--- src/hw/rtl/rau_pkg.sv ---
package rau_pkg;

   // result field width
   localparam int RES_WIDTH = 34;
   localparam int KIND_WIDTH = 3;

   // operation codes
   localparam logic [KIND_WIDTH-1:0] KIND_ADD  = 3'd0;
   localparam logic [KIND_WIDTH-1:0] KIND_SUB  = 3'd1;
   localparam logic [KIND_WIDTH-1:0] KIND_MUL  = 3'd2;
   localparam logic [KIND_WIDTH-1:0] KIND_DIV  = 3'd3;
   localparam logic [KIND_WIDTH-1:0] KIND_NEG  = 3'd4;
   localparam logic [KIND_WIDTH-1:0] KIND_NORM = 3'd5;

   typedef logic signed [RES_WIDTH-1:0] res_type;

endpackage

--- src/hw/rtl/rau_req_if.sv ---
interface rau_req_if #(
   parameter int OPERAND_WIDTH = 16
);
   logic valid;
   logic ready;
   logic [rau_pkg::KIND_WIDTH-1:0] kind;
   logic signed [OPERAND_WIDTH-1:0] a_num;
   logic signed [OPERAND_WIDTH-1:0] a_den;
   logic a_err;
   logic signed [OPERAND_WIDTH-1:0] b_num;
   logic signed [OPERAND_WIDTH-1:0] b_den;
   logic b_err;

   modport source (output valid, kind, a_num, a_den, a_err, b_num, b_den, b_err,
                   input ready);
   modport sink (input valid, kind, a_num, a_den, a_err, b_num, b_den, b_err,
                 output ready);
endinterface

--- src/hw/rtl/rau_rsp_if.sv ---
interface rau_rsp_if;
   logic valid;
   logic ready;
   rau_pkg::res_type res_num;
   rau_pkg::res_type res_den;
   logic res_err;

   modport source (output valid, res_num, res_den, res_err, input ready);
   modport sink (input valid, res_num, res_den, res_err, output ready);
endinterface

--- src/hw/rtl/rau_mul.sv ---
module rau_mul #(
   parameter int W = 16
) (
   input  logic clock,
   input  logic [W-1:0] op_a,
   input  logic [W-1:0] op_b,
   output logic [2*W-1:0] prod_ff
);
   logic [2*W-1:0] prod_in;

   // unsigned magnitude product, registered
   assign prod_in = op_a * op_b;

   always_ff @(posedge clock) begin
      prod_ff <= prod_in;
   end
endmodule

--- src/hw/rtl/rau_gcd.sv ---
module rau_gcd #(
   parameter int MW = 33
) (
   input  logic clock,
   input  logic reset,
   input  logic start,
   input  logic [MW-1:0] x,
   input  logic [MW-1:0] y,
   output logic done_ff,
   output logic [MW-1:0] g_ff
);
   localparam int KW = $clog2(MW + 1);

   logic busy_ff, busy_in;
   logic done_in;
   logic [MW-1:0] x_ff, x_in, y_ff, y_in, g_in;
   logic [KW-1:0] k_ff, k_in;

   // binary gcd, one shift or subtract per cycle
   always_comb begin
      busy_in = busy_ff;
      done_in = 1'b0;
      x_in = x_ff;
      y_in = y_ff;
      k_in = k_ff;
      g_in = g_ff;
      if (start) begin
         busy_in = 1'b1;
         x_in = x;
         y_in = y;
         k_in = '0;
      end else if (busy_ff) begin
         if (x_ff == y_ff) begin
            busy_in = 1'b0;
            done_in = 1'b1;
            g_in = x_ff << k_ff;
         end else if (!x_ff[0] && !y_ff[0]) begin
            x_in = x_ff >> 1;
            y_in = y_ff >> 1;
            k_in = k_ff + 1'b1;
         end else if (!x_ff[0]) begin
            x_in = x_ff >> 1;
         end else if (!y_ff[0]) begin
            y_in = y_ff >> 1;
         end else if (x_ff > y_ff) begin
            x_in = x_ff - y_ff;
         end else begin
            y_in = y_ff - x_ff;
         end
      end
   end

   always_ff @(posedge clock) begin
      if (reset) begin
         busy_ff <= 1'b0;
         done_ff <= 1'b0;
      end else begin
         busy_ff <= busy_in;
         done_ff <= done_in;
      end
      x_ff <= x_in;
      y_ff <= y_in;
      k_ff <= k_in;
      g_ff <= g_in;
   end
endmodule

--- src/hw/rtl/rau_div.sv ---
module rau_div #(
   parameter int MW = 33
) (
   input  logic clock,
   input  logic reset,
   input  logic start,
   input  logic [MW-1:0] dividend,
   input  logic [MW-1:0] divisor,
   output logic done_ff,
   output logic [MW-1:0] quo_ff
);
   localparam int CW = $clog2(MW + 1);

   logic busy_ff, busy_in, done_in;
   logic [MW-1:0] rem_ff, rem_in, quo_in, dvs_ff, dvs_in;
   logic [CW-1:0] cnt_ff, cnt_in;
   logic [MW:0] trial;
   logic [MW:0] diff;

   // restoring division, one quotient bit per cycle
   always_comb begin
      busy_in = busy_ff;
      done_in = 1'b0;
      rem_in = rem_ff;
      quo_in = quo_ff;
      dvs_in = dvs_ff;
      cnt_in = cnt_ff;
      trial = {rem_ff, quo_ff[MW-1]};
      diff = trial - {1'b0, dvs_ff};
      if (start) begin
         busy_in = 1'b1;
         rem_in = '0;
         quo_in = dividend;
         dvs_in = divisor;
         cnt_in = CW'(MW);
      end else if (busy_ff) begin
         if (trial >= {1'b0, dvs_ff}) begin
            rem_in = diff[MW-1:0];
            quo_in = {quo_ff[MW-2:0], 1'b1};
         end else begin
            rem_in = trial[MW-1:0];
            quo_in = {quo_ff[MW-2:0], 1'b0};
         end
         cnt_in = cnt_ff - 1'b1;
         if (cnt_ff == CW'(1)) begin
            busy_in = 1'b0;
            done_in = 1'b1;
         end
      end
   end

   always_ff @(posedge clock) begin
      if (reset) begin
         busy_ff <= 1'b0;
         done_ff <= 1'b0;
      end else begin
         busy_ff <= busy_in;
         done_ff <= done_in;
      end
      rem_ff <= rem_in;
      quo_ff <= quo_in;
      dvs_ff <= dvs_in;
      cnt_ff <= cnt_in;
   end
endmodule

--- src/hw/rtl/rational_arithmetic_unit.sv ---
// Rational arithmetic unit: one operation (add, subtract, multiply, divide,
// negate, normalize) per request on one or two fractions, one response each.
// One request is in flight at a time; req_ch.ready is high only while idle.
// Error cases, negate and normalize answer in the cycle after the request.
// Add, subtract, multiply and divide run three products through a single
// registered multiplier, a combine step, a binary gcd that takes one shift
// or subtract per cycle plus a done step, and two restoring divisions by the
// gcd; a zero numerator skips the reduction. The gcd and the two divisions
// take most of the time of a request.
module rational_arithmetic_unit #(
   parameter int OPERAND_WIDTH = 16
) (
   input logic clock,
   input logic reset,
   rau_req_if.sink req_ch,
   rau_rsp_if.source rsp_ch
);
   localparam int W  = OPERAND_WIDTH;
   localparam int MW = 2 * W + 1;
   localparam int EW = 2 * W + 2;

   typedef enum logic [3:0] {
      ST_IDLE, ST_MUL0, ST_MUL1, ST_MUL2, ST_MUL3,
      ST_COMB, ST_GCD, ST_DIVN, ST_DIVD, ST_OUT
   } state_type;

   state_type state_ff, state_in;
   logic [rau_pkg::KIND_WIDTH-1:0] kind_ff, kind_in;
   logic signed [W-1:0] an_ff, an_in, ad_ff, ad_in, bn_ff, bn_in, bd_ff, bd_in;
   logic [2*W-1:0] t1_ff, t1_in, td_ff, td_in, t2_ff, t2_in;
   logic [MW-1:0] nmag_ff, nmag_in, dmag_ff, dmag_in, g_ff, g_in, qn_ff, qn_in;
   logic nneg_ff, nneg_in, dneg_ff, dneg_in;
   rau_pkg::res_type num_ff, num_in, den_ff, den_in;
   logic err_ff, err_in;

   logic [W-1:0] mul_a, mul_b;
   logic [2*W-1:0] prod;
   logic gcd_start, gcd_done, div_start, div_done;
   logic [MW-1:0] gcd_g, div_dividend, div_divisor, div_q;
   logic signed [EW-1:0] sum_c, t1_s, t2_s;
   logic [MW-1:0] nmag_c, dmag_c;
   logic nneg_c, dneg_c, addsub;

   function automatic logic [W-1:0] mag_of(input logic signed [W-1:0] v);
      return v[W-1] ? W'(-v) : W'(v);
   endfunction

   function automatic rau_pkg::res_type form(input logic neg, input logic [MW-1:0] m);
      logic signed [EW-1:0] s;
      s = signed'({1'b0, m});
      if (neg) begin
         s = -s;
      end
      return rau_pkg::RES_WIDTH'(s);
   endfunction

   function automatic rau_pkg::res_type ext(input logic signed [W-1:0] v,
                                           input logic neg);
      logic signed [EW-1:0] s;
      s = EW'(v);
      if (neg) begin
         s = -s;
      end
      return rau_pkg::RES_WIDTH'(s);
   endfunction

   rau_mul #(.W(W)) u_mul (.clock(clock), .op_a(mul_a), .op_b(mul_b), .prod_ff(prod));

   rau_gcd #(.MW(MW)) u_gcd (
      .clock(clock), .reset(reset), .start(gcd_start), .x(nmag_c), .y(dmag_c),
      .done_ff(gcd_done), .g_ff(gcd_g)
   );

   rau_div #(.MW(MW)) u_div (
      .clock(clock), .reset(reset), .start(div_start), .dividend(div_dividend),
      .divisor(div_divisor), .done_ff(div_done), .quo_ff(div_q)
   );

   // multiplier operand select per step
   always_comb begin
      case (state_ff)
         ST_MUL0: begin
            mul_a = mag_of(an_ff);
            mul_b = (kind_ff == rau_pkg::KIND_MUL) ? mag_of(bn_ff) : mag_of(bd_ff);
         end
         ST_MUL1: begin
            mul_a = mag_of(ad_ff);
            mul_b = (kind_ff == rau_pkg::KIND_DIV) ? mag_of(bn_ff) : mag_of(bd_ff);
         end
         default: begin
            mul_a = mag_of(ad_ff);
            mul_b = mag_of(bn_ff);
         end
      endcase
   end

   // combine signed products into numerator and denominator
   always_comb begin
      addsub = (kind_ff == rau_pkg::KIND_ADD) || (kind_ff == rau_pkg::KIND_SUB);
      case (kind_ff)
         rau_pkg::KIND_MUL: nneg_c = an_ff[W-1] ^ bn_ff[W-1];
         rau_pkg::KIND_DIV: nneg_c = an_ff[W-1] ^ bd_ff[W-1] ^ bn_ff[W-1];
         default:           nneg_c = an_ff[W-1] ^ bd_ff[W-1];
      endcase
      dneg_c = (kind_ff == rau_pkg::KIND_DIV) ? ad_ff[W-1] : (ad_ff[W-1] ^ bd_ff[W-1]);
      t1_s = signed'({2'b00, t1_ff});
      if (nneg_c) begin
         t1_s = -t1_s;
      end
      t2_s = signed'({2'b00, t2_ff});
      if (ad_ff[W-1] ^ bn_ff[W-1] ^ (kind_ff == rau_pkg::KIND_SUB)) begin
         t2_s = -t2_s;
      end
      if (!addsub) begin
         t2_s = '0;
      end
      sum_c = t1_s + t2_s;
      nmag_c = sum_c[EW-1] ? MW'(-sum_c) : MW'(sum_c);
      dmag_c = {1'b0, td_ff};
   end

   assign gcd_start = (state_ff == ST_COMB) && (nmag_c != '0);
   assign div_start = ((state_ff == ST_GCD) && gcd_done) || ((state_ff == ST_DIVN) && div_done);
   assign div_dividend = (state_ff == ST_GCD) ? nmag_ff : dmag_ff;
   assign div_divisor = (state_ff == ST_GCD) ? gcd_g : g_ff;

   // sequencer
   always_comb begin
      logic in_err;
      logic b_used;
      state_in = state_ff;
      kind_in = kind_ff;
      an_in = an_ff;
      ad_in = ad_ff;
      bn_in = bn_ff;
      bd_in = bd_ff;
      t1_in = t1_ff;
      td_in = td_ff;
      t2_in = t2_ff;
      nmag_in = nmag_ff;
      dmag_in = dmag_ff;
      nneg_in = nneg_ff;
      dneg_in = dneg_ff;
      g_in = g_ff;
      qn_in = qn_ff;
      num_in = num_ff;
      den_in = den_ff;
      err_in = err_ff;
      b_used = (req_ch.kind == rau_pkg::KIND_ADD) || (req_ch.kind == rau_pkg::KIND_SUB)
            || (req_ch.kind == rau_pkg::KIND_MUL) || (req_ch.kind == rau_pkg::KIND_DIV);
      in_err = (req_ch.kind > rau_pkg::KIND_NORM) || req_ch.a_err || (req_ch.a_den == '0)
            || (b_used && (req_ch.b_err || (req_ch.b_den == '0)))
            || ((req_ch.kind == rau_pkg::KIND_DIV) && (req_ch.b_num == '0));
      case (state_ff)
         ST_IDLE: begin
            if (req_ch.valid) begin
               kind_in = req_ch.kind;
               an_in = req_ch.a_num;
               ad_in = req_ch.a_den;
               bn_in = req_ch.b_num;
               bd_in = req_ch.b_den;
               num_in = '0;
               den_in = '0;
               err_in = 1'b0;
               if (in_err) begin
                  err_in = 1'b1;
                  state_in = ST_OUT;
               end else if (req_ch.kind == rau_pkg::KIND_NEG) begin
                  num_in = ext(req_ch.a_num, 1'b1);
                  den_in = ext(req_ch.a_den, 1'b0);
                  state_in = ST_OUT;
               end else if (req_ch.kind == rau_pkg::KIND_NORM) begin
                  num_in = ext(req_ch.a_num, req_ch.a_den[W-1]);
                  den_in = ext(req_ch.a_den, req_ch.a_den[W-1]);
                  state_in = ST_OUT;
               end else begin
                  state_in = ST_MUL0;
               end
            end
         end
         ST_MUL0: state_in = ST_MUL1;
         ST_MUL1: begin
            t1_in = prod;
            state_in = ST_MUL2;
         end
         ST_MUL2: begin
            td_in = prod;
            state_in = ST_MUL3;
         end
         ST_MUL3: begin
            t2_in = prod;
            state_in = ST_COMB;
         end
         ST_COMB: begin
            nmag_in = nmag_c;
            dmag_in = dmag_c;
            // sum sign for add and subtract, product sign otherwise
            nneg_in = addsub ? sum_c[EW-1] : nneg_c;
            dneg_in = dneg_c;
            if (nmag_c == '0) begin
               num_in = '0;
               den_in = form(dneg_c, dmag_c);
               state_in = ST_OUT;
            end else begin
               state_in = ST_GCD;
            end
         end
         ST_GCD: begin
            if (gcd_done) begin
               g_in = gcd_g;
               state_in = ST_DIVN;
            end
         end
         ST_DIVN: begin
            if (div_done) begin
               qn_in = div_q;
               state_in = ST_DIVD;
            end
         end
         ST_DIVD: begin
            if (div_done) begin
               num_in = form(nneg_ff, qn_ff);
               den_in = form(dneg_ff, div_q);
               state_in = ST_OUT;
            end
         end
         ST_OUT: begin
            if (rsp_ch.ready) begin
               state_in = ST_IDLE;
            end
         end
         default: state_in = ST_IDLE;
      endcase
   end

   always_ff @(posedge clock) begin
      if (reset) begin
         state_ff <= ST_IDLE;
      end else begin
         state_ff <= state_in;
      end
      kind_ff <= kind_in;
      an_ff <= an_in;
      ad_ff <= ad_in;
      bn_ff <= bn_in;
      bd_ff <= bd_in;
      t1_ff <= t1_in;
      td_ff <= td_in;
      t2_ff <= t2_in;
      nmag_ff <= nmag_in;
      dmag_ff <= dmag_in;
      nneg_ff <= nneg_in;
      dneg_ff <= dneg_in;
      g_ff <= g_in;
      qn_ff <= qn_in;
      num_ff <= num_in;
      den_ff <= den_in;
      err_ff <= err_in;
   end

   // channel handshakes
   assign req_ch.ready = (state_ff == ST_IDLE);
   assign rsp_ch.valid = (state_ff == ST_OUT);
   assign rsp_ch.res_num = num_ff;
   assign rsp_ch.res_den = den_ff;
   assign rsp_ch.res_err = err_ff;
endmodule

--- src/flat_wrapper.sv ---
// flat-port wrapper written by rule: the top's interface ports become plain ports
module rational_arithmetic_unit_flat 
#(
   parameter int OPERAND_WIDTH = 16
)
  (clock, reset, req_ch_valid, req_ch_kind, req_ch_a_num, req_ch_a_den, req_ch_a_err, req_ch_b_num, req_ch_b_den, req_ch_b_err, req_ch_ready, rsp_ch_valid, rsp_ch_res_num, rsp_ch_res_den, rsp_ch_res_err, rsp_ch_ready);
  rau_req_if #(.OPERAND_WIDTH(OPERAND_WIDTH)) req_ch_i ();
  rau_rsp_if rsp_ch_i ();
  input logic clock;
  input logic reset;
  input wire logic [$bits(req_ch_i.valid)-1:0] req_ch_valid;
  input wire logic [$bits(req_ch_i.kind)-1:0] req_ch_kind;
  input wire logic [$bits(req_ch_i.a_num)-1:0] req_ch_a_num;
  input wire logic [$bits(req_ch_i.a_den)-1:0] req_ch_a_den;
  input wire logic [$bits(req_ch_i.a_err)-1:0] req_ch_a_err;
  input wire logic [$bits(req_ch_i.b_num)-1:0] req_ch_b_num;
  input wire logic [$bits(req_ch_i.b_den)-1:0] req_ch_b_den;
  input wire logic [$bits(req_ch_i.b_err)-1:0] req_ch_b_err;
  output wire logic [$bits(req_ch_i.ready)-1:0] req_ch_ready;
  output wire logic [$bits(rsp_ch_i.valid)-1:0] rsp_ch_valid;
  output wire logic [$bits(rsp_ch_i.res_num)-1:0] rsp_ch_res_num;
  output wire logic [$bits(rsp_ch_i.res_den)-1:0] rsp_ch_res_den;
  output wire logic [$bits(rsp_ch_i.res_err)-1:0] rsp_ch_res_err;
  input wire logic [$bits(rsp_ch_i.ready)-1:0] rsp_ch_ready;
  assign req_ch_i.valid = req_ch_valid;
  assign req_ch_i.kind = req_ch_kind;
  assign req_ch_i.a_num = req_ch_a_num;
  assign req_ch_i.a_den = req_ch_a_den;
  assign req_ch_i.a_err = req_ch_a_err;
  assign req_ch_i.b_num = req_ch_b_num;
  assign req_ch_i.b_den = req_ch_b_den;
  assign req_ch_i.b_err = req_ch_b_err;
  assign req_ch_ready = req_ch_i.ready;
  assign rsp_ch_valid = rsp_ch_i.valid;
  assign rsp_ch_res_num = rsp_ch_i.res_num;
  assign rsp_ch_res_den = rsp_ch_i.res_den;
  assign rsp_ch_res_err = rsp_ch_i.res_err;
  assign rsp_ch_i.ready = rsp_ch_ready;
  rational_arithmetic_unit #(.OPERAND_WIDTH(OPERAND_WIDTH)) u_core (.clock(clock), .reset(reset), .req_ch(req_ch_i), .rsp_ch(rsp_ch_i));
endmodule
--- config.mk ---
export PLATFORM = sky130hd
export DESIGN_NAME = rational_arithmetic_unit_flat
export DESIGN_NICKNAME = d
export VERILOG_FILES = /design/src/hw/rtl/rau_pkg.sv /design/src/hw/rtl/rau_req_if.sv /design/src/hw/rtl/rau_rsp_if.sv /design/src/hw/rtl/rau_mul.sv /design/src/hw/rtl/rau_gcd.sv /design/src/hw/rtl/rau_div.sv /design/src/hw/rtl/rational_arithmetic_unit.sv /design/src/flat_wrapper.sv
export SDC_FILE = /design/constraint.sdc
export NUM_CORES = 2
export LEC_CHECK = 0
export BUFFER_PORTS_ARGS = -buffer_cell sky130_fd_sc_hd__buf_2
export CAP_MARGIN = 20
export CORE_UTILIZATION = 60
export CTS_CLUSTER_SIZE = 14
export DETAILED_ROUTE_END_ITERATION = 10
export GPL_TIMING_DRIVEN = 0
export PLACE_DENSITY = 0.82
export SLEW_MARGIN = 20
export SYNTH_ARGS = -nofsm -noshare
export SYNTH_HDL_FRONTEND = slang
export SYNTH_SLANG_ARGS = --single-unit
--- constraint.sdc ---
create_clock -name clock -period 18.6 [get_ports clock]
set_input_delay 3.72 -clock clock [delete_from_list [all_inputs] [get_ports clock]]
set_output_delay 3.72 -clock clock [all_outputs]
set_load 0.02 [all_outputs]
==> metrics.yaml <==
run_status: "complete, no violations"
cp.required_ns: 19.11
crit_type: "reg -> reg"
synth-seq-cells: 615
syn_nets: 5359
path_clk_slew_ns: 0.06
finalSetupViolations: 0
worst_pin_slew_ns: 1.23
clk_path_buf_depth: 3
syn2layout_area_growth_pct: 9.89
layout.nets: 5590
place.gp.congestion: 1.01
routed_via_density: 6.40
endpoint_kind: "register"
cp_top_family: "adder cells"
core-area_mm2: 0.0763
fp.dieH_um: 281
rsz0062_at_grt: "no"
ioPinCount: 144
synth_area_leaders: "edfxtp_1 (34%), fa_1 (8.5%), ha_1 (6.8%)"
cts-buffers-inserted: 69
cp_max_fo: 10
grt_max_degree: 45
drt_pass1_iterations: 7
fp.dieArea_mm2: 0.0787
fin_crit_sh: 0.546
seq_area_mm2: 0.0176
fill_cells: 6024
cp_num_buf_inv: 9
clock-sinks: 615
grt_overflow: 0
synthCells: 4835
synth_top_area_frac: 0.341
slowest_delay_ns: 0.88
yosys_most_used_dff: "edfxtp_1"
start_util: 0.610
synth_area_mm2: 0.0465
cts_root_buf: "clkbuf_16"
finClkSkew_ns: 0.0332
drc: 0
drt_iter0_markers: 4511
fmaxAchievable_mhz: 98.5
rows: 101
hold_buffers: 0
drive_gt1_frac: 0.0888
arrival_ns: 10.67
synth_commonest_cells: "nand2_1 (535), edfxtp_1 (529), inv_1 (421)"
synth_enable_flop_cells: 529
synthArstFlopShare: 0
grt_pass1_vias: 37500
tns_ns: 0
critPathSlowestCell: "a21oi_1"
cap_violations: 0
die_x_um: 281
postCtsResizedCells: 0
antenna_left: 0
wire_per_inst_um: 23.5
hold_viol: 0
track_usage: 0.364
period_needed_ns: 10.15
worst_skew_pair.late_latency_ns: 0.65
numPortBuffers: 142
critPathLaunchType: "register"
multi_input_area_mm2: 0.0266
synth_top_cell_by_area: "edfxtp_1"
synth.most_common_cell: "nand2_1"
synth_area_per_cell_um2: 9.63
cts_setup_buffers: 0
grt_first_pass_wirelength_um: 217000
vias: 39400
hold_class: "reg -> reg"
drt_wl_total_um: 145000
relSlewSlack: 0.168
yosysWarnings: 0
grt_antenna_before_repair: 7
detailed_place_hpwl_um: 113000
ys_seq_area_frac: 0.378
h-tree-depth: 3
slew_viol_final: 0
ys_types: 91
tritoncts: "yes"
state kept, by name, summed over array words and instances, names as in the netlist, 33 cells and up:
signal / count
u_core.rsp_ch.res_num: 34
u_core.u_gcd.x_ff: 33
u_core.u_div.dvs_ff: 33
u_core.u_div.quo_ff: 33
u_core.u_gcd.g_ff: 33
u_core.g_ff: 33
u_core.u_div.rem_ff: 33
u_core.u_gcd.y_ff: 33
u_core.nmag_ff: 33
u_core.rsp_ch.res_den: 34
u_core.qn_ff: 33
cells in the final DEF (no fill, tap or decap), types with 88 or more instances in the layout:
master,instances
ha_1,253
buf_2,149
nand2_1,533
nor2_1,408
xor2_1,169
a21oi_1,233
edfxtp_1,529
fa_1,198
o21ai_0,291
clkbuf_1,201
xnor2_1,211
mux2_2,88
inv_1,421
logic make-up after synthesis:
logic type,after synthesis,synth area share
compound gates,1082,0.150
xor+xnor,380,0.0715
fa+ha+maj,451,0.153
buf+inv,636,0.0521
flops,615,0.378
mux,186,0.0478
simple gates,1485,0.148
path summary, 6_finish.rpt:
| check | slack (ns) | end | startpoint | cells after the start |
|---|---|---|---|---|
| min | 0.45 | u_core.g_ff[16]$_DFFE_PP_ | u_core.u_gcd.g_ff[16]$_SDFFCE_PP0P_ | 0 |
| max reg2reg | 8.45 | u_core.u_mul.prod_ff[31]$_DFF_P_ | u_core.state_ff[0]$_SDFFE_PP0P_ | 33 |
| min reg2reg | 0.45 | u_core.g_ff[16]$_DFFE_PP_ | u_core.u_gcd.g_ff[16]$_SDFFCE_PP0P_ | 0 |
| max | 8.45 | u_core.u_mul.prod_ff[31]$_DFF_P_ | u_core.state_ff[0]$_SDFFE_PP0P_ | 33 |
final cells by class:
type	instances	area share
flip-flops and latches	615	0.344
repair buffers	160	0.0200
clock inverters	43	0.00844
well taps	1030	0.0252
multi-input cells	3584	0.520
inverters	423	0.0310
diodes	3	0.000147
clock buffers	84	0.0349
plain buffers	213	0.0165
metal layers:
| layer | vias to the layer above | GRT usage | wire [um] |
|---|---|---|---|
| li1 | 17600 | - | - |
| met1 | 19100 | 0.470 | 55100 |
| met2 | 2202 | 0.576 | 66200 |
| met3 | 470 | 0.0745 | 14800 |
| met4 | 6 | 0.196 | 8570 |
| met5 | - | 0 | 36 |
per-stage QoR:
step	cell area (um^2)	util	instances	worst slack (ns)	hold slack, ns
2_1_floorplan	46500	-	4835	9.41	0.420
3_3_place_gp	48500	0.636	6007	6.84	0.432
3_5_place_dp	48900	0.641	6025	8.63	0.434
4_1_cts	51100	0.670	6152	8.59	0.451
5_1_grt	51100	0.670	6152	7.99	0.470
6_report	51100	0.670	6155	8.45	0.449
Power is not shown: default switching activity piles up to over one toggle a cycle in this logic, so the estimate is an artifact.
